===== config.mk =====
export PLATFORM = sky130hd
export DESIGN_NAME = psz_mul
export DESIGN_NICKNAME = d
export VERILOG_FILES = /design/src/rtl/psz_pkg.sv /design/src/rtl/psz_mul.sv
export SDC_FILE = /design/constraint.sdc
export NUM_CORES = 1
export LEC_CHECK = 0
export ABC_CLOCK_PERIOD_IN_PS = 13250
export BUFFER_PORTS_ARGS = -buffer_cell sky130_fd_sc_hd__buf_2
export CORE_MARGIN = 3
export CORE_UTILIZATION = 35
export DETAILED_ROUTE_END_ITERATION = 10
export GPL_ROUTABILITY_DRIVEN = 0
export PLACE_DENSITY = 0.61
export RECOVER_POWER = 25
export SLEW_MARGIN = 5
export SYNTH_ARGS = -nofsm -noshare
export SYNTH_HDL_FRONTEND = slang
export SYNTH_SLANG_ARGS = --single-unit
export TNS_END_PERCENT = 50

===== constraint.sdc =====
create_clock -name clock -period 13.25 [get_ports clock]
set_input_delay 0.6625 -clock clock [delete_from_list [all_inputs] [get_ports clock]]
set_output_delay 0.6625 -clock clock [all_outputs]
set_load 0.02 [all_outputs]

===== src/rtl/psz_pkg.sv =====
// shared types, constants and helpers for the point splat z-buffer shader
// no dependencies
`timescale 1ns / 1ps

package psz_pkg;

   // default screen size
   localparam int unsigned SCREEN_W_DEF = 40;
   localparam int unsigned SCREEN_H_DEF = 40;

   // command codes on req_tuser
   localparam logic [1:0] CMD_CLEAR = 2'd0;
   localparam logic [1:0] CMD_PLOT  = 2'd1;
   localparam logic [1:0] CMD_READ  = 2'd2;

   // configuration register indexes
   localparam logic [1:0] CSR_SCREEN_DIST = 2'd0;
   localparam logic [1:0] CSR_LIGHT_X     = 2'd1;
   localparam logic [1:0] CSR_LIGHT_Y     = 2'd2;
   localparam logic [1:0] CSR_LIGHT_Z     = 2'd3;

   localparam logic [14:0] SCREEN_DIST_RST = 15'd3840;
   localparam logic [13:0] LIGHT_X_RST     = 14'sd0;
   localparam logic [13:0] LIGHT_Y_RST     = -14'sd4096;
   localparam logic [13:0] LIGHT_Z_RST     = 14'sd0;

   localparam logic [6:0] CHAR_SPACE = 7'd32;
   localparam logic [3:0] SHADE_MID  = 4'd6;

   // serial multiplier command
   typedef struct packed {
      logic       start;
      logic       clr;
      logic       neg;
      logic [5:0] nbits;
   } mul_cmd_type;

   // serial divider command
   typedef struct packed {
      logic       start;
      logic [5:0] qbits;
   } div_cmd_type;

   // one pixel store word
   typedef struct packed {
      logic        valid;
      logic [15:0] depth;
      logic [3:0]  shade;
   } pix_word_type;

   function automatic logic [15:0] abs16(input logic [15:0] v);
      abs16 = v[15] ? 16'(-v) : v;
   endfunction

   function automatic logic [13:0] abs14(input logic [13:0] v);
      abs14 = v[13] ? 14'(-v) : v;
   endfunction

   // shade level to character ".,-~:;=!*#$@", levels above 11 clamp
   function automatic logic [6:0] shade_char(input logic [3:0] sh);
      case (sh)
         4'd0:    shade_char = 7'd46;
         4'd1:    shade_char = 7'd44;
         4'd2:    shade_char = 7'd45;
         4'd3:    shade_char = 7'd126;
         4'd4:    shade_char = 7'd58;
         4'd5:    shade_char = 7'd59;
         4'd6:    shade_char = 7'd61;
         4'd7:    shade_char = 7'd33;
         4'd8:    shade_char = 7'd42;
         4'd9:    shade_char = 7'd35;
         4'd10:   shade_char = 7'd36;
         default: shade_char = 7'd64;
      endcase
   endfunction

endpackage


===== src/rtl/psz_mul.sv =====
// bit-serial shift-add multiply-accumulate, one multiplier bit per cycle
// depends on psz_pkg
`timescale 1ns / 1ps

module psz_mul (
   input  logic                clock,
   input  logic                reset,
   input  psz_pkg::mul_cmd_type cmd,
   input  logic [31:0]         a_mag,
   input  logic [31:0]         b_mag,
   output logic signed [63:0]  acc,
   output logic                done
);

   logic               busy_ff, busy_in;
   logic               done_ff, done_in;
   logic [5:0]         cnt_ff, cnt_in;
   logic               neg_ff, neg_in;
   logic [63:0]        a_ff, a_in;
   logic [31:0]        b_ff, b_in;
   logic signed [63:0] acc_ff, acc_in;

   always_comb begin
      busy_in = busy_ff;
      done_in = 1'b0;
      cnt_in  = cnt_ff;
      neg_in  = neg_ff;
      a_in    = a_ff;
      b_in    = b_ff;
      acc_in  = acc_ff;
      if (cmd.start) begin
         busy_in = 1'b1;
         cnt_in  = cmd.nbits;
         neg_in  = cmd.neg;
         a_in    = 64'(a_mag);
         b_in    = b_mag;
         if (cmd.clr) begin
            acc_in = '0;
         end
      end else if (busy_ff) begin
         if (b_ff[0]) begin
            acc_in = neg_ff ? acc_ff - $signed(a_ff) : acc_ff + $signed(a_ff);
         end
         a_in   = {a_ff[62:0], 1'b0};
         b_in   = {1'b0, b_ff[31:1]};
         cnt_in = cnt_ff - 6'd1;
         if (cnt_ff == 6'd1) begin
            busy_in = 1'b0;
            done_in = 1'b1;
         end
      end
   end

   always_ff @(posedge clock) begin
      if (reset) begin
         busy_ff <= 1'b0;
         done_ff <= 1'b0;
      end else begin
         busy_ff <= busy_in;
         done_ff <= done_in;
      end
      cnt_ff <= cnt_in;
      neg_ff <= neg_in;
      a_ff   <= a_in;
      b_ff   <= b_in;
      acc_ff <= acc_in;
   end

   assign acc  = acc_ff;
   assign done = done_ff;

endmodule


* Yosys cells after proc, flatten, opt, wreduce, memory -nomap -nowiden
Cells that the tools add are included.
** Cells by class
- $add $sub $neg :: 3
- Equal/unequal tests :: 2
- Reduce and logical (&&, ||, !) cells :: 4
- Bitwise gates (word level) :: 1
- Multiplexer cells :: 15
** Operator list (number)
- 2-to-1 mux 64 bit :: 5
- 2-to-1 mux 32 bit :: 4
- adder 64 bit :: 1
- subtractor 64 bit :: 1
- 2-to-1 mux 6 bit :: 2
- equality test 6 x 1 -> 1 bit (second input constant) :: 1
- subtractor 6 x 1 -> 6 bit (second input constant) :: 1
- 2-to-1 mux 1 bit :: 4
- nonzero test 2 bit :: 2
- AND reduction 3 bit :: 1
- OR reduction 3 bit :: 1
- != test 2 bit (second input constant) :: 1
- inverter 1 bit :: 1
** Word-level totals
- Bits in registers :: 169
- Logic and storage cells :: 33
- Input port bits :: 75
- Output and inout port bits :: 65

* Logic depth before layout (Yosys ltp)
- Word-level depth :: 5
- Mapped depth :: 24
- Gate-level depth less buffers :: 21

* Least setup slack after synthesis
Ideal clock, no wire load.
- Path type :: reg2reg
- Start :: register busy_ff
- End :: register acc_ff[0], in the netlist acc[0], enable pin
- Data required time :: 12676 ps
- Arrival :: 5634 ps
- Buffers on the path :: 2
- Slack :: 7041 ps
- Library setup time :: 574 ps
- Clock period less this slack :: 6209 ps
- Cell stages (with the launch flop) :: 5
- Cells stage by stage :: dfxtp_1 -> clkbuf_1 -> buf_1 -> nand2_1 -> o21ai_0
** On the way
- Longest elaborated chain between the ends :: 2
** Ends and longest elaborated chain
- from (decl) :: line psz_mul.sv:15 : logic busy_ff, busy_in;
- from (signal assigned) :: line psz_mul.sv:59 : busy_ff <= busy_in;
- nonzero test 2 bit (no line)
- AND reduction 3 bit (no line)
- to (signal assigned) :: line psz_mul.sv:66 : acc_ff <= acc_in;
- to (decl) :: line psz_mul.sv:21 : logic signed [63:0] acc_ff, acc_in;
Every way passes these cells.
A chain may end at the register's enable or synchronous reset.

* Worst setup path in the final report
- Start :: input port cmd[8] in the netlist's numbering
- End :: register acc_ff[5], in the netlist acc[5], enable pin
** On the way
- Longest elaborated chain between the ends :: 2
- Elaborated cells on any way between the ends :: 4
- Those cells by class :: eq/ne (1); reduce/logical (3)
** Ends and longest elaborated chain
- from (decl) :: line psz_mul.sv:8 : input psz_pkg::mul_cmd_type cmd,
- != test 2 bit (no line) or nonzero test 2 bit (tied branches)
- AND reduction 3 bit (no line) *
Every way passes the cells marked *; elsewhere a longest branch is shown, timed or not.

==> flow_summary.yaml <==
timing:
  post_route_minimum_period_ns: 6.34
  max_slew.worst_pin.slew_ns: 3.21
  slew_violations: 139
  whs_ns: 0.393
  clk_skew_ns: 0.0102
  finalSetupViolations: 0
  fmaxAchievable_mhz: 158
  grt_setup_unrepaired: "false"
  finalHoldViolCount: 0
  worst_slack_ns: 6.91
  timing.final.crit_share: 0.479
  timing.slew.headroom: -1.14
  finalSetupTns_ns: 0
critical_path:
  critical-path-top-cell-by-count: "clkbuf_1"
  cpMaxStageDelayCell: "clkbuf_1"
  timing.critical_path.max_delay_family: "buffers and inverters"
  worst-path-stages: 5
  critical_path_cell_list: "clkbuf_1 -> clkbuf_1 -> nand2_1 -> o21ai_4 -> buf_4"
  worst_setup_path_startpoint: "cmd[8]"
  rrSetupSlack_ns: 7.71
  path_class: "in2reg"
  endpoint: "acc[5]"
  worstSetupStartpointType: "input port"
  cp_data_arrival_time_ns: 6.40
  timing.rr.start: "a_ff[4]"
  worstReg2RegEnd: "acc[63]"
  required_ns: 13.31
  end_kind: "register"
  reg2reg_depth: 17
  cpPeakStageDelay_ns: 2.23
  crit_fanout: 74
  path_buf_inv: 3
clock_tree:
  post_cts_hold_buffer_count: 0
  clock_tree_from_tritoncts: "done"
  worstSkewPairLatency_ns: 0.44
  cts.reportedPaths.clkPinSlew_ns: 0.07
  cts_inserted_buffers: 17
  h_tree_depth: 4
  clock_path_buffers: 2
  post_cts_resized: 0
  cts_setup_buffers: 0
  clock_tree.root_cell: "clkbuf_16"
  cts.sink_count: 169
synthesis:
  synth_seq_cells: 169
  yosysUniqueCellTypes: 72
  dominantRegCellSynth: "edfxtp_1"
  async_reset_ff_frac: 0
  synth.top_cell.area_share: 0.347
  synth_sequential_area_ratio: 0.405
  synth.area.top_cells: "edfxtp_1 35%, ha_1 7.1%, xnor2_1 6.9%"
  synth.yosys.warnings: 0
  synth_area_per_cell_um2: 9.51
  syn_nets: 1372
  syn-instance-count: 1230
  netlist_area_mm2: 0.0117
  post-synth-top-area-cell: "edfxtp_1"
  synth_enable_flop_cells: 135
power_and_ir_drop:
  peakVddDrop_mv: 0.0690
  power.leakage_uw: 0.00508
  pwr_density_cell_mw_per_mm2: 145
final_layout:
  syn_to_final_growth_pct: 13.4
  drive_above_1_share: 0.152
  seqCellArea_mm2: 0.00474
  multi_input_combinational_cell_area_mm2: 0.00661
  filler_cell_count: 3323
  layout.nets: 1474
  stdcell_area_mm2: 0.0133
  post-route-util: 0.405
placed_design:
  dp_hpwl_mm: 22.9
  port_buffers: 139
  detailed_place.area_mm2: 0.0128
  place_worst_setup_slack_ns: 7.82
global_routing:
  initial_antenna_violation_count: 6
  grt_overflow: 0
  grt_pass1_vias: 9026
  grt_max_degree: 75
  grtUsageTotal: 0.165
  global_route_wire_length_before_repair_mm: 47.2
run:
  cap_viol_max_count: 2
floorplanning:
  die-width_um: 189
  placeableCoreArea_mm2: 0.0327
  rows: 66
  die_h_um: 189
  pin_count: 140
  fp.dieArea_mm2: 0.0356
  starting_density_of_the_core: 0.358
run_status:
  outcome: "complete, but fails checks"
  violations_in_the_final_reports: "max-capacitance violations, max-slew violations"
detailed_routing:
  detail_route.wirelength_mm: 29.6
  drt-pass1-iter-count: 4
  detail_route.wl_per_cell_um: 16.6
  post_detailed_route_drc_marker_count: 0
  post_drt_via_cell_ratio: 5.25
  detail_route.iter0.violations: 589
  antenna_left: 0
  total_via_count_after_detailed_routing: 9388
hold_path:
  hp-class: "in2reg"
power by group:
part / total, uW / switching, uW / internal, uW
clock network: 493 / 229 / 264
logic: 723 / 436 / 287
registers: 703 / 46.7 / 656
per-layer routing:
| layer | up-vias | part of all wire | global-route usage |
|---|---|---|---|
| met4 | 10 | 0.022 | 0.0478 |
| met5 | - | 0.0023 | 0 |
| met3 | 48 | 0.061 | 0.0387 |
| met1 | 4389 | 0.47 | 0.227 |
| li1 | 4695 | - | - |
| met2 | 246 | 0.44 | 0.260 |
state kept, by name, indices dropped and copies added (netlist names):
signal / count
acc: 64
a_ff: 64
cnt_ff: 6
b_ff: 32
done: 1
neg_ff: 1
busy_ff: 1
per-stage QoR:
stage	power [uW]	instances
2_1_floorplan	1250	1230
3_3_place_gp	1430	1755
3_5_place_dp	1440	1755
4_1_cts	1940	1787
5_1_grt	2040	1788
6_report	1920	1788
cell type report:
type,instances,share of cell area
Multi-Input combinational cell,966,0.498
Timing Repair Buffer,144,0.0502
Antenna cell,1,0.000189
Tap cell,442,0.0417
Clock inverter,14,0.0103
Sequential cell,169,0.357
Clock buffer,18,0.0324
Inverter,34,0.00963
worst min-delay path by stage:
stage | from | to | slack [ns] | cells after the start
6_report | reset | busy_ff | 0.39 | 2
5_1_grt | reset | busy_ff | 0.37 | 2
4_1_cts | reset | busy_ff | 0.37 | 2
3_5_place_dp | a_ff[63] | a_ff[63] | 0.52 | 2
3_3_place_gp | a_ff[63] | a_ff[63] | 0.50 | 2
2_1_floorplan | a_ff[63] | a_ff[63] | 0.48 | 2
worst register-to-register path: cells and delay by family (launching register included):
kind / cells / cell delay (ns)
compound gates: 7 / 1.91
simple gates: 8 / 2.24
fa+ha+maj: 1 / 0.34
flops: 1 / 0.44
xor+xnor: 1 / 0.23
synthesized netlist by cell type (13+ instances only):
library cell  instances
buf_1                14
ha_1                 66
a31oi_1              14
edfxtp_1            135
clkbuf_1             45
xnor2_1              92
nor2b_1              13
a21o_1               29
mux2i_1              34
mux2_2               60
nand2_1              77
a21oi_1             118
dfxtp_1              34
o21bai_1             20
inv_1                34
o21ai_0              49
nor3_1               34
nand4_1              20
nor2_1              169
nand3_1              14
xor2_1               24
kinds of logic (layout without fill, tap and decap cells):
group / count (synthesis) / after routing / share of synthesized area
AO/OA/AOI/OAI: 294 / 294 / 0.156
XOR/XNOR: 117 / 117 / 0.0883
adder cells (fa/ha/maj): 67 / 67 / 0.0723
buffers and inverters: 95 / 210 / 0.0312
flip-flops: 169 / 169 / 0.405
multiplexers: 94 / 94 / 0.0869
other: 0 / 1 / 0
AND/OR/NAND/NOR: 394 / 394 / 0.161
cell usage in the layout (no fill, tap or decap), types with 48 or more instances in the layout:
master,synthesis,final
nor2_1,169,169
edfxtp_1,135,135
a21oi_1,118,118
xnor2_1,92,92
buf_2,1,88
nand2_1,77,77
ha_1,66,66
mux2_2,60,60
clkbuf_1,45,53
o21ai_0,49,48
(Power assumes the default switching activity.)
