==> src/rtl/psz_pkg.sv <==
// shared types, constants and helpers for the point splat z-buffer shader
// no dependencies
`timescale 1ns / 1ps

package psz_pkg;

   // default screen size
   localparam int unsigned SCREEN_W_DEF = 40;
   localparam int unsigned SCREEN_H_DEF = 40;

   // command codes on req_tuser
   localparam logic [1:0] CMD_CLEAR = 2'd0;
   localparam logic [1:0] CMD_PLOT  = 2'd1;
   localparam logic [1:0] CMD_READ  = 2'd2;

   // configuration register indexes
   localparam logic [1:0] CSR_SCREEN_DIST = 2'd0;
   localparam logic [1:0] CSR_LIGHT_X     = 2'd1;
   localparam logic [1:0] CSR_LIGHT_Y     = 2'd2;
   localparam logic [1:0] CSR_LIGHT_Z     = 2'd3;

   localparam logic [14:0] SCREEN_DIST_RST = 15'd3840;
   localparam logic [13:0] LIGHT_X_RST     = 14'sd0;
   localparam logic [13:0] LIGHT_Y_RST     = -14'sd4096;
   localparam logic [13:0] LIGHT_Z_RST     = 14'sd0;

   localparam logic [6:0] CHAR_SPACE = 7'd32;
   localparam logic [3:0] SHADE_MID  = 4'd6;

   // serial multiplier command
   typedef struct packed {
      logic       start;
      logic       clr;
      logic       neg;
      logic [5:0] nbits;
   } mul_cmd_type;

   // serial divider command
   typedef struct packed {
      logic       start;
      logic [5:0] qbits;
   } div_cmd_type;

   // one pixel store word
   typedef struct packed {
      logic        valid;
      logic [15:0] depth;
      logic [3:0]  shade;
   } pix_word_type;

   function automatic logic [15:0] abs16(input logic [15:0] v);
      abs16 = v[15] ? 16'(-v) : v;
   endfunction

   function automatic logic [13:0] abs14(input logic [13:0] v);
      abs14 = v[13] ? 14'(-v) : v;
   endfunction

   // shade level to character ".,-~:;=!*#$@", levels above 11 clamp
   function automatic logic [6:0] shade_char(input logic [3:0] sh);
      case (sh)
         4'd0:    shade_char = 7'd46;
         4'd1:    shade_char = 7'd44;
         4'd2:    shade_char = 7'd45;
         4'd3:    shade_char = 7'd126;
         4'd4:    shade_char = 7'd58;
         4'd5:    shade_char = 7'd59;
         4'd6:    shade_char = 7'd61;
         4'd7:    shade_char = 7'd33;
         4'd8:    shade_char = 7'd42;
         4'd9:    shade_char = 7'd35;
         4'd10:   shade_char = 7'd36;
         default: shade_char = 7'd64;
      endcase
   endfunction

endpackage

==> src/rtl/psz_div.sv <==
// restoring divider, one quotient bit per cycle
// depends on psz_pkg
`timescale 1ns / 1ps

module psz_div (
   input  logic                 clock,
   input  logic                 reset,
   input  psz_pkg::div_cmd_type cmd,
   input  logic [55:0]          rem_init,
   input  logic [63:0]          num_sh,
   input  logic [54:0]          den,
   output logic [30:0]          quo,
   output logic [55:0]          rem,
   output logic                 done
);

   logic        busy_ff, busy_in;
   logic        done_ff, done_in;
   logic [5:0]  cnt_ff, cnt_in;
   logic [55:0] rem_ff, rem_in;
   logic [63:0] num_ff, num_in;
   logic [54:0] den_ff, den_in;
   logic [30:0] quo_ff, quo_in;
   logic [55:0] trial;
   logic        ge;

   assign trial = {rem_ff[54:0], num_ff[63]};
   assign ge    = trial >= {1'b0, den_ff};

   always_comb begin
      busy_in = busy_ff;
      done_in = 1'b0;
      cnt_in  = cnt_ff;
      rem_in  = rem_ff;
      num_in  = num_ff;
      den_in  = den_ff;
      quo_in  = quo_ff;
      if (cmd.start) begin
         busy_in = 1'b1;
         cnt_in  = cmd.qbits;
         rem_in  = rem_init;
         num_in  = num_sh;
         den_in  = den;
         quo_in  = '0;
      end else if (busy_ff) begin
         rem_in = ge ? trial - {1'b0, den_ff} : trial;
         num_in = {num_ff[62:0], 1'b0};
         quo_in = {quo_ff[29:0], ge};
         cnt_in = cnt_ff - 6'd1;
         if (cnt_ff == 6'd1) begin
            busy_in = 1'b0;
            done_in = 1'b1;
         end
      end
   end

   always_ff @(posedge clock) begin
      if (reset) begin
         busy_ff <= 1'b0;
         done_ff <= 1'b0;
      end else begin
         busy_ff <= busy_in;
         done_ff <= done_in;
      end
      cnt_ff <= cnt_in;
      rem_ff <= rem_in;
      num_ff <= num_in;
      den_ff <= den_in;
      quo_ff <= quo_in;
   end

   assign quo  = quo_ff;
   assign rem  = rem_ff;
   assign done = done_ff;

endmodule

==> config.mk <==
export PLATFORM = sky130hd
export DESIGN_NAME = psz_div
export DESIGN_NICKNAME = d
export VERILOG_FILES = /design/src/rtl/psz_pkg.sv /design/src/rtl/psz_div.sv
export SDC_FILE = /design/constraint.sdc
export NUM_CORES = 1
export LEC_CHECK = 0
export BUFFER_PORTS_ARGS = -buffer_cell sky130_fd_sc_hd__buf_2
export CORE_UTILIZATION = 30
export CTS_CLUSTER_SIZE = 30
export DETAILED_ROUTE_END_ITERATION = 6
export SLEW_MARGIN = 20
export SYNTH_ARGS = -nofsm -noshare
export SYNTH_HDL_FRONTEND = slang
export SYNTH_SLANG_ARGS = --single-unit
==> constraint.sdc <==
create_clock -name clock -period 9.9 [get_ports clock]
set_input_delay 1.485 -clock clock [delete_from_list [all_inputs] [get_ports clock]]
set_output_delay 1.485 -clock clock [all_outputs]
set_load 0.02 [all_outputs]
# Word level (Yosys, flattened, before mapping)
# Index checks and enable logic that the tools add are counted.
# Widths: inputs -> output; s select.
[totals]
register_bits = 214
output_inout_bits = 88
word_cells = 25
[classes]
add_sub_neg = 2
order_cmp = 1
n_eq_ne = 1
mux = 11
n_bitwise = 1
reduce_logical = 2
[op_table]
columns = ["op", "n"]
rows = [
  ["$mux 56", 3],
  ["$mux 64", 2],
  ["$ge 56x55->1", 1],
  ["$sub 56x55->56", 1],
  ["$mux 6", 2],
  ["$eq 6x1->1 const B", 1],
  ["$sub 6x1->6 const B", 1],
  ["$mux 1", 4],
  ["$reduce_or 3->1", 1],
  ["$reduce_bool 2->1", 1],
  ["$not 1->1", 1],
]

# Depth between registers and ports, before layout
# Gate-level depths: netlist (run 1).
[logic_depth]
ltp_word = 4
ltp_mapped = 15
mapped_depth_nobuf = 12

# Worst setup path before layout (run 1)
# OpenSTA, ideal clock, no wires.
[synth_timing]
kind = "input to register"
startpoint = "input port cmd[6] (netlist name)"
endpoint = "register cnt_ff[0], enable pin"
setup_ns = 0.432
t_arrival_ns = 3.870
required_ns = 9.468
setup_slack_ns = 5.598
stages = 4
path_buffers = 3
path_cell_list = "clkbuf_1 -> clkbuf_1 -> buf_1 -> or2_2"
[synth_via]
elab_chain_len = 1
[synth_rtl]
columns = ["element", "line", "source"]
rows = [
  ["start, declared", "psz_div.sv:8", "input psz_pkg::div_cmd_type cmd,"],
  ["$reduce_bool 2->1 (no source line)", "--", ""],
  ["end signal, assigned", "psz_div.sv:65", "cnt_ff <= cnt_in;"],
  ["end, declared", "psz_div.sv:19", "logic [5:0] cnt_ff, cnt_in;"],
]
# No other way between the ends.
# A chain may end at the register's enable or synchronous reset.

# Worst setup path after layout (run 1)
[layout_timing]
startpoint = "register rem_ff[8] (netlist: rem[8])"
endpoint = "register rem_ff[41] (netlist: rem[41]), data pin"
[layout_via]
elab_chain_len = 4
[layout_rtl]
columns = ["element", "line", "source"]
rows = [
  ["start, declared", "psz_div.sv:20", "logic [55:0] rem_ff, rem_in;"],
  ["start signal, assigned", "psz_div.sv:66", "rem_ff <= rem_in;"],
  ["$sub 56x55->56 / $ge 56x55->1 (equally long branches)", "psz_div.sv:46, psz_div.sv:28", ""],
  ["$mux 56 (*)", "psz_div.sv:46", "rem_in = ge ? trial - {1'b0, den_ff} : trial;"],
  ["$mux 56 (*)", "psz_div.sv:45", "end else if (busy_ff) begin"],
  ["$mux 56 (*)", "psz_div.sv:38", "if (cmd.start) begin"],
  ["named net rem_in[41]", "psz_div.sv:20", ""],
]
# Mark *: on every way through the listed nets, which the timed path passes. The rest lies on a longest branch. The select of a mux whose other input is x is not followed.

==> implementation parameters, run 1 <==
Parameter                              Value

Run status
  Run status ... completed

Detailed routing
  Top routing layer in use ... met5
  Routed vias ... 9,932
  Initial DRC Count ... 652
  Detailed-routing iteration count for the pre-antenna-repair pass ... 5
  Routed WL ... 36.8 mm
  Amount of wire on met3 after detailed routing ... 2.80 mm
  Wire length on met2 ... 16.1 mm
  Wire length the detailed router placed on met1 ... 16.8 mm
  Number of nets with antenna violations after routing ... 0
  DRC errors left ... 0
  Detail-routed via count per cell ... 5.05
  Routed wire per std cell ... 18.7 µm

Worst setup path
  Sort of element at the start of the critical path ... flop
  CP delay by family, top ... compound AO/OA/AOI/OAI gates
  Critical path capture point type ... flop
  Crit path max fanout ... 59
  Worst setup path class ... reg2reg
  Arrival time at the worst endpoint ... 4.50 ns
  Chain of cells forming the critical path ... ha_1, a21oi_1, o2111ai_1, nor4_1, nor3_2, a211oi_2, a21bo_1, and2_4, nor2_1, a221o_1
  Data required time at the worst endpoint ... 10.19 ns
  Critical-path top delay cell ... and2_4
  Sum of buffers and inverters on the critical path ... 0
  Maximum single-stage delay on the critical path ... 0.68 ns

CTS
  CTS Buffer Depth ... 3
  Clock latency reported for the late side of the worst-skew pair ... 0.56 ns
  Gates resized, CTS repair ... 0
  H-tree lvl count ... 1
  Number of buffers created by CTS ... 28
  TritonCTS clock tree ... built
  Clock-pin transition on the worst setup and hold timing paths ... 0.06 ns
  Sink count of the clock tree ... 214
  Cell at the root of the clock tree ... clkbuf_16
  Buffer count from post-CTS setup fixing ... 0
  Count of hold-fix buffers inserted at cts ... 0

Global route
  Wire length of the first global-routing pass ... 55.8 mm
  Overall overflow remaining after global route ... 0
  Antenna violations before repair ... 4
  Pin count of the biggest net entering global routing ... 73
  Number of global-route vias before repair ... 9,675
  Global-route total usage across every layer ... 17.2%

STA
  Skew final ... 0.0196 ns
  Slew @ Worst Pin ... 1.05 ns
  Setup repair after global routing missed its margin ... no
  Post-route minimum period ... 4.21 ns
  Ratio of final minimum period to clock period ... 42.5%
  Sum of negative setup slack ... 0 ns
  Highest attainable clock frequency ... 238 MHz
  Relative slew margins ... 30.1%
  Final count of pins violating max slew ... 0
  Endpoints failing hold ... 0
  Final worst slack ... 5.69 ns
  Final setup viols ... 0

Place
  Count of buffers inserted at the top-level ports ... 271
  Half-perimeter wire length after detailed placement ... 27.1 mm
  GP Congestion ... 0.881
  Post-Place Setup Slack ... 5.73 ns

Die
  Row count ... 74
  Initial core utilization ... 30.4%
  Number of top-level design ports ... 272
  Placeable Area ... 40,800 µm²
  Die width ... 205 µm
  Floorplan die area ... 42,200 µm²
  Die boundary height ... 205 µm

Job
  Max Cap Violations ... 0

Power
  Peak supply drop ... 153 µV
  Leakage ... 0.00647 µW
  Total power per unit cell area ... 231 nW/µm²

Synthesis
  Number of enable flip-flop cells after synthesis ... 181
  Distinct cell type count of the synthesized netlist ... 82
  Dominant synthesized flop cell ... edfxtp_1
  Largest cells by area after synthesis ... edfxtp_1, mux2_2, ha_1, dfxtp_1, nand2_1
  Synthesized area per cell ... 10.6 µm²
  Largest area contributor in the synthesized netlist ... edfxtp_1
  Post-Syn Nets ... 1,418
  Share of synthesized flip-flops with an asynchronous set or reset ... 0%
  Area fraction of the dominant cell type after synthesis ... 43.8%
  Most frequent cell after synthesis ... edfxtp_1
  Count of state elements after synthesis ... 214
  Leading post-synthesis cells by instance count ... edfxtp_1, nand2_1, nor2_1
  Seq/Total Area, Yosys ... 49.1%
  Mapped Cells ... 1,176
  Mapped Area ... 12,400 µm²
  YS warnings ... 0

Hold path
  Kind of path behind the tightest hold check ... reg2reg

Layout
  Number of filler instances in the final layout ... 4,141
  Layout Area Growth over Synthesis ... 21.2%
  Final core occ ... 36.9%
  Area of the multi-input gates ... 5730 µm²
  Post-layout nets ... 1,656
  Share of layout cells above drive strength 1 ... 28.5%
  Sequential standard cell area ... 6100 µm²
[where the power goes]
| part | internal (µW) | total [µW] | leakage (µW) | switching, µW |
|---|---|---|---|---|
| registers | 1130 | 1210 | 0.00207 | 82.9 |
| clock network | 574 | 971 | 0.000439 | 397 |
| logic | 509 | 1290 | 0.00396 | 785 |
| total | 2210 | 3480 | 0.00647 | 1270 |
[kinds of logic after synthesis]
family / Yosys count / synth area share, %
buf+inv: 141 / 4.85
compound gates: 277 / 15.5
xor+xnor: 41 / 2.89
fa+ha+maj: 58 / 5.90
simple gates: 342 / 12.9
flops: 214 / 49.1
mux: 103 / 8.96
[cell type report]
cell class / count / area share, %
tap: 532 / 4.42
timing repair buffer: 279 / 9.55
sequential: 214 / 40.5
inverter: 70 / 1.74
clock inverter: 13 / 0.582
clock buffer: 37 / 5.18
multi-input combinational: 821 / 38.0
antenna: 1 / 0.0166
[cell usage in the layout, fill, tap and decap left out, types with 5 or more instances in the layout]
cell / n
a211oi_1: 10
a21o_1: 38
a21oi_1: 73
a2bb2oi_1: 10
a31oi_1: 34
and2_1: 9
and3_1: 13
and4_1: 5
buf_2: 270
buf_4: 7
clkbuf_1: 5
clkbuf_16: 29
clkinv_2: 10
dfxtp_1: 32
edfxtp_1: 181
ha_1: 57
inv_1: 69
mux2_2: 64
mux2i_1: 38
nand2_1: 118
nand2b_1: 5
nand3_1: 25
nand4_1: 18
nor2_1: 101
nor3_1: 12
nor4_1: 5
o21a_1: 11
o21ai_0: 37
o21bai_1: 7
or3_1: 7
xnor2_1: 28
xor2_1: 13
[stage by stage]
step	instance area, µm²	hold WS (ns)	std cells	total power (µW)
final	15100	0.514	1967	3480
after detailed placement	14200	0.496	1915	2520
after floorplan	12400	0.525	1176	2160
after global routing	15100	0.531	1966	3700
after global placement	14200	0.498	1915	2510
after CTS	15000	0.509	1965	3520
[registers in the layout (all words and copies together), names as in the netlist]
| name | count |
|---|---|
| num_ff | 64 |
| rem | 56 |
| den_ff | 55 |
| quo | 31 |
| cnt_ff | 6 |
| busy_ff | 1 |
| done | 1 |
[routing by layer]
metal,GRT usage (%),up-vias
li1,-,4815
met4,4.79,4
met3,4.12,60
met1,23.9,4715
met2,26.4,338
met5,0,-
[path summary, 6_finish.rpt]
check           from  endpoint  slack [ns]  cells after the start
min reg2reg  quo[30]   quo[30]        0.51                      2
max           rem[8]   rem[41]        5.69                     10
max reg2reg   rem[8]   rem[41]        5.69                     10
min          quo[30]   quo[30]        0.51                      2
[worst min-delay path: stages, from the launching register on]
cell,delay [ns]
dfxtp_1,0.33
mux2i_1,0.07
nor2_1,0.08
No activity file was read; power rests on OpenSTA's default activity.
==> inputs of run 2 (changes only) <==
Settings changed: ABC_AREA set to 1.
Clock period 9.9 ns to 3.9 ns, I/O delays scaled along.
==> run 2 against run 1 <==
Against the previous run:
- first-iteration DRC count up 17%
- critical path depth is 3 higher
- global-route usage increased by 2.4 points
- sequential power up 150%
- design area increased by 15%
- register-to-register slack got worse by 4.9 ns
- non-clock buffer count rose by 5
- synthesized cell count up 79%
- via count rose by 36%
- critical path type unchanged
==> implementation parameters, run 2 <==
Parameter                              Value

Run status
  Run status ... completed

Global route
  Wire length of the first global-routing pass ... 75.3 mm (+35%)
  Antenna violations before repair ... 17 (+13)
  Most utilized layer in the global route result ... met2
  Global-route total usage across every layer ... 19.6% (+2.4 points)
  Met2 track demand over resource ... 31.7% (+5.4 points)
  Overall overflow remaining after global route ... 0 (unchanged)
  Global routing usage on met1 ... 25.4% (+1.5 points)
  Met3 track demand over resource ... 5.67% (+1.6 points)
  Number of global-route vias before repair ... 13,500 (+39%)
  Pin count of the biggest net entering global routing ... 77 (+5.5%)

Layout
  Post-layout nets ... 2,610 (+58%)
  Leading cell type in the layout, fill and taps excluded ... nand2_1
  Register bank with the most flops ... num_ff
  Final Instance Area ... 17,300 µm² (+15%)
  Share of layout cells above drive strength 1 ... 14.2% (-14 points)
  Most frequent cells in the layout ... nand2_1, inv_1, buf_2, edfxtp_1, nor2_1
  Layout Area Growth over Synthesis ... 20.0%
  Flip-flop count of the largest register after layout ... 64 (unchanged)

Place
  Placed standard-cell area ... 16,400 µm² (+16%)
  Count of buffers inserted at the top-level ports ... 271 (unchanged)
  Half-perimeter wire length after detailed placement ... 38.6 mm (+43%)
  GP Congestion ... 0.962 (+9.2%)

Synthesis
  Count of state elements after synthesis ... 214 (unchanged)
  Largest cells by area after synthesis ... edfxtp_1, nand2_1, inv_1, ha_1, dfxtp_1
  Share of synthesized flip-flops with an asynchronous set or reset ... 0% (unchanged)
  Largest area contributor in the synthesized netlist ... edfxtp_1
  Mapped Cells ... 2,109 (+79%)
  Leading post-synthesis cells by instance count ... nand2_1, inv_1, edfxtp_1
  Area fraction of the dominant cell type after synthesis ... 37.7% (-6.1 points)
  Mapped Area ... 14,400 µm² (+16%)
  YS warnings ... 0 (unchanged)
  Most frequent cell after synthesis ... nand2_1
  Dominant synthesized flop cell ... edfxtp_1
  Synthesized area per cell ... 6.84 µm² (-35%)
  Number of enable flip-flop cells after synthesis ... 181 (unchanged)
  Post-Syn Nets ... 2,351 (+66%)
  Seq/Total Area, Yosys ... 42.3% (-6.8 points)
  Distinct cell type count of the synthesized netlist ... 35 (-57%)

Hold path
  End point of the worst hold path ... den_ff[19]
  Kind of path behind the tightest hold check ... in2reg
  Hold Path Depth ... 1 (-1)
  Launch instance of the worst min-delay path ... den[19]

Detailed routing
  Routed vias ... 13,500 (+36%)
  Detail-routed via count per cell ... 4.50 (-11%)
  Detailed-routing iteration count for the pre-antenna-repair pass ... 5 (unchanged)
  Routed WL ... 48.5 mm (+32%)
  Routed wire per std cell ... 16.2 µm (-14%)
  DRC errors left ... 0 (unchanged)
  Initial DRC Count ... 761 (+17%)
  Number of nets with antenna violations after routing ... 0 (unchanged)

STA
  Sum of negative setup slack ... 0 ns (unchanged)
  Setup repair after global routing missed its margin ... no
  Final count of pins violating max slew ... 0 (unchanged)
  Post-route minimum period ... 3.10 ns (-1.11 ns)
  Relative slew margins ... 43.0% (+13 points)
  Ratio of final minimum period to clock period ... 79.4% (+37 points)
  Skew final ... 0.0184 ns (-0.00118 ns)
  Endpoints failing hold ... 0 (unchanged)
  Highest attainable clock frequency ... 323 MHz (+36%)
  Slew @ Worst Pin ... 0.855 ns (-0.193 ns)
  Final setup viols ... 0 (unchanged)

CTS
  Number of buffers created by CTS ... 26 (-7.1%)
  H-tree lvl count ... 1 (unchanged)
  Count of hold-fix buffers inserted at cts ... 0 (unchanged)
  Gates resized, CTS repair ... 0 (unchanged)
  Sink count of the clock tree ... 214 (unchanged)
  CTS Buffer Depth ... 3 (unchanged)
  Clock-pin transition on the worst setup and hold timing paths ... 0.07 ns (about the same)
  Buffer count from post-CTS setup fixing ... 0 (unchanged)
  Clock latency reported for the late side of the worst-skew pair ... 0.57 ns (about the same)
  Cell at the root of the clock tree ... clkbuf_16
  TritonCTS clock tree ... built

Worst setup path
  Sort of element at the start of the critical path ... flop
  Endpoint of the worst-slack reg-to-reg timing path ... rem[44]
  Crit path max fanout ... 44 (-25%)
  Worst-case register-to-register setup slack ... 0.80 ns (-4.89 ns)
  Critical path capture point type ... flop
  Worst setup path class ... reg2reg
  Data required time at the worst endpoint ... 4.21 ns (-5.98 ns)
  Arrival time at the worst endpoint ... 3.40 ns (-1.10 ns)
  Worst reg2reg path startpoint ... rem[15]
  Number of cell instances on the worst register-to-register path ... 13 (+3)

Die
  Initial core utilization ... 30.7% (+0.30 points)
  Floorplan die area ... 49,000 µm² (+16%)
  Number of top-level design ports ... 272 (unchanged)
  Die width ... 221 µm (+7.7%)
  Die boundary height ... 221 µm (+7.7%)
  Placeable Area ... 47,000 µm² (+15%)
  Row count ... 79 (+6.8%)

Power
  Peak supply drop ... 316 µV (+110%)
  Total power per unit cell area ... 521 nW/µm² (+130%)
  Leakage ... 0.00943 µW (+46%)

Job
  Max Cap Violations ... 0 (unchanged)
-- run 2: worst max path at each step --
stage / start / end / slack (ns)
final: rem[15] / rem[44] / 0.80
after floorplan: cmd[6] / cnt_ff[0] / 0.83
after global routing: num_ff[63] / rem[44] / 0.57
after CTS: rem[15] / rem[44] / 0.83
after global placement: rem[11] / rem[16] / 0.92
after detailed placement: num_ff[63] / rem[48] / 0.86
-- run 2: cells by family (layout without fill, tap and decap cells) --
kind of cell	after synthesis	in the layout	share of synthesized area (%)
AO/OA/AOI/OAI	86	86	3.30
flip-flops	214	214	42.3
other	0	6	0
AND/OR/NAND/NOR	1206	1206	33.9
adder cells (fa/ha/maj)	58	58	5.08
XOR/XNOR	27	27	1.64
buffers and inverters	518	795	13.8
-- run 2: worst max-delay path, cell delays in order, from the launching register on --
cell	delay, ns
edfxtp_1	0.45
ha_1	0.42
nand2_1	0.12
nor2_1	0.23
nand2_1	0.22
nor2_1	0.15
nand2_1	0.08
nand3_2	0.15
nand2_2	0.09
nand3_4	0.31
buf_12	0.28
nand3_1	0.13
nand2_1	0.09
nand2_1	0.05
-- run 2: per-stage QoR --
| step | hold WS (ns) | util (%) | cells | power, µW | setup WS, ns |
|---|---|---|---|---|---|
| 2_1_floorplan | 0.462 | - | 2109 | 5470 | 0.831 |
| 3_3_place_gp | 0.444 | 35.0 | 2947 | 6610 | 0.918 |
| 3_5_place_dp | 0.475 | 35.0 | 2947 | 6620 | 0.855 |
| 4_1_cts | 0.158 | 36.8 | 2993 | 9130 | 0.829 |
| 5_1_grt | 0.162 | 36.8 | 2995 | 9680 | 0.570 |
| 6_report | 0.192 | 36.9 | 2999 | 9010 | 0.802 |
-- run 2: power by group --
group / internal, µW / switching, µW
combinational: 1150 / 2410
sequential: 2830 / 161
clock: 1450 / 990
total: 5440 / 3570
-- run 2: routing by layer --
layer	up-vias	wire length [µm]	share of wire, %
met5	-	135	0.28
met4	24	1200	2.5
met3	91	3710	7.7
met2	341	21700	45
met1	6050	21700	45
li1	6986	-	-
-- run 2: cell type report --
type                       instances  area, µm²
clock inverter                    14        159
multi-input combinational       1377       6330
timing repair buffer             284       1500
inverter                         465       1750
sequential                       214       6100
antenna                            6       15.0
fill                            5085      29600
tap                              607        759
clock buffer                      32        693
==> inputs of run 3 (changes only) <==
Clock period 3.9 ns to 2.7 ns, I/O delays scaled along.
==> run 3 against run 2 <==
Against the previous run:
- non-clock buffer count is 129 higher
- sequential share of layout area is 3.3 points lower
- sequential power is 45% higher
- via count is 4.7% higher
- clock power is 45% higher
- design area is 10% higher
- clock skew is 0.0068 ns lower
- critical path type unchanged
- critical endpoint is now rem[15]
- highest routed layer unchanged
==> implementation parameters, run 3 (same netlist as run 2, synthesis figures left out) <==
Parameter                              Value

Die
  Floorplan die area ... 49,000 µm² (unchanged)
  Placeable Area ... 47,000 µm² (unchanged)
  Initial core utilization ... 30.7% (unchanged)
  Die width ... 221 µm (unchanged)
  Row count ... 79 (unchanged)
  Number of top-level design ports ... 272 (unchanged)
  Die boundary height ... 221 µm (unchanged)

Layout
  Leading cell type in the layout, fill and taps excluded ... nand2_1
  Number of filler instances in the final layout ... 4,962 (-2.4%)
  Register bank with the most flops ... num_ff
  Post-layout nets ... 2,739 (+4.9%)
  Final core occ ... 40.6% (+3.8 points)
  Sequential standard cell area ... 6100 µm² (unchanged)
  Layout Area Growth over Synthesis ... 32.3%
  Share of layout cells above drive strength 1 ... 19.4% (+5.2 points)
  Most frequent cells in the layout ... nand2_1, inv_1, buf_2, edfxtp_1, nor2_1
  Flip-flop count of the largest register after layout ... 64 (unchanged)
  Area of the multi-input gates ... 6860 µm² (+8.4%)

Worst setup path
  Sort of element at the start of the critical path ... flop
  Critical path capture point type ... flop
  Worst setup path class ... reg2reg
  Chain of cells forming the critical path ... ha_1, nand2_2, inv_2, a21oi_2, nor2_1, nor2_1, nor2_1, nor2_4, nand3_4, buf_4, buf_12, nor2_2, o21ai_1
  Crit path max fanout ... 15 (-66%)
  Critical-path top delay cell ... edfxtp_1
  Data required time at the worst endpoint ... 3.03 ns (-1.18 ns)
  Arrival time at the worst endpoint ... 2.93 ns (-0.47 ns)
  Number of cell instances on the worst register-to-register path ... 13 (unchanged)
  Maximum single-stage delay on the critical path ... 0.41 ns (-0.04 ns)
  Library cell appearing most often on the critical path ... nor2_1

CTS
  CTS Buffer Depth ... 3 (unchanged)
  Number of buffers created by CTS ... 26 (unchanged)
  Cell at the root of the clock tree ... clkbuf_16
  Clock latency reported for the late side of the worst-skew pair ... 0.59 ns (+0.02 ns)
  H-tree lvl count ... 1 (unchanged)
  Sink count of the clock tree ... 214 (unchanged)
  Clock-pin transition on the worst setup and hold timing paths ... 0.06 ns (about the same)
  TritonCTS clock tree ... built

STA
  Slew @ Worst Pin ... 0.847 ns (-0.00850 ns)
  Final setup viols ... 0 (unchanged)
  Hold WS ... 0.0204 ns (-0.172 ns)
  Highest attainable clock frequency ... 386 MHz (+19%)
  Final count of pins violating max slew ... 0 (unchanged)
  Endpoints failing hold ... 0 (unchanged)
  Sum of negative setup slack ... 0 ns (unchanged)
  Skew final ... 0.0116 ns (-0.00681 ns)
  Ratio of final minimum period to clock period ... 96.1% (+17 points)
  Post-route minimum period ... 2.59 ns (-0.504 ns)
  Final worst slack ... 0.106 ns (-0.696 ns)
  Relative slew margins ... 43.5% (+0.57 points)

Power
  Total power per unit cell area ... 739 nW/µm² (+42%)
  Overall Power ... 14,100 µW (+57%)
  Leakage ... 0.0101 µW (+7.4%)
  Peak supply drop ... 571 µV (+81%)

Place
  GP Congestion ... 0.940 (-2.3%)
  Half-perimeter wire length after detailed placement ... 39.4 mm (+2.1%)
  Count of buffers inserted at the top-level ports ... 271 (unchanged)
  Post-Place Setup Slack ... -0.154 ns (-1.01 ns)

Hold path
  Hold Path Depth ... 1 (unchanged)
  Kind of path behind the tightest hold check ... in2reg

Detailed routing
  Routed WL ... 51.5 mm (+6.2%)
  Number of nets with antenna violations after routing ... 0 (unchanged)
  DRC errors left ... 0 (unchanged)
  Detail-routed via count per cell ... 4.52 (+0.58%)
  Detailed-routing iteration count for the pre-antenna-repair pass ... 5 (unchanged)
  Routed wire per std cell ... 16.5 µm (+2.0%)
  Initial DRC Count ... 812 (+6.7%)
  Routed vias ... 14,100 (+4.7%)

Global route
  Overall overflow remaining after global route ... 0 (unchanged)
  Wire length of the first global-routing pass ... 77.1 mm (+2.5%)
  Global-route total usage across every layer ... 20.1% (+0.49 points)
  Pin count of the biggest net entering global routing ... 185 (+140%)
  Number of global-route vias before repair ... 13,800 (+2.3%)
  Antenna violations before repair ... 15 (-2)

Run status
  Run status ... completed

Job
  Max Cap Violations ... 0 (unchanged)
-- run 3: changes by cell type in the layout (fill, tap and decap cells not counted), sizes merged, moves of 5 or more --
cell         change
buf             +71
clkbuf          +12
clkinv           -5
diode            -5
dlygate4sd3     +53
-- run 3: routing by layer --
layer | global-route usage (%) | part of all wire, %
met1 | 26.0 | 44
met2 | 33.1 | 45
met3 | 5.51 | 7.8
met4 | 4.87 | 2.9
met5 | 0 | 0.31
-- run 3: power breakdown --
group | switching, µW | internal (µW)
clock network | 1480 | 2070
registers | 263 | 4090
logic | 3820 | 2380
total | 5560 | 8540
-- run 3: layout make-up --
type                            instances  share of cell area [%]
Multi-Input combinational cell       1377                    36.0
Tap cell                              607                    3.98
Sequential cell                       214                    31.9
Inverter                              465                    9.18
Timing Repair Buffer                  413                    14.5
Clock buffer                           39                    3.85
Antenna cell                            1                  0.0131
Clock inverter                          7                   0.570
-- run 3: worst max-delay path, delay by kind of cell, from the launching register on --
| kind | cells | cell delay, ns |
|---|---|---|
| buf+inv | 3 | 0.36 |
| fa+ha+maj | 1 | 0.36 |
| simple gates | 7 | 0.89 |
| flops | 1 | 0.41 |
| compound gates | 2 | 0.32 |
-- run 3: worst paths after layout --
kind              startpoint          to  slack [ns]
hold / removal       den[25]  den_ff[25]        0.02
setup / recovery     rem[41]     rem[15]        0.11
hold reg to reg      quo[30]     quo[30]        0.46
setup reg to reg     rem[41]     rem[15]        0.11
-- run 3: through the flow --
| step | cells | area, µm² |
|---|---|---|
| finish | 3123 | 19100 |
| floorplan | 2109 | 14400 |
| CTS | 3101 | 18300 |
| detailed placement | 3002 | 16900 |
| global route | 3123 | 19100 |
| global placement | 3002 | 16900 |
-- run 3: what timing repair did --
action	4_1_cts	5_1_grt
gates resized for setup	7	84
setup buffers	0	16
cloned	0	5
endpoints found under the hold margin	54	0
pin swaps	0	6
hold buffers	53	0
endpoints found under the setup margin	10	56
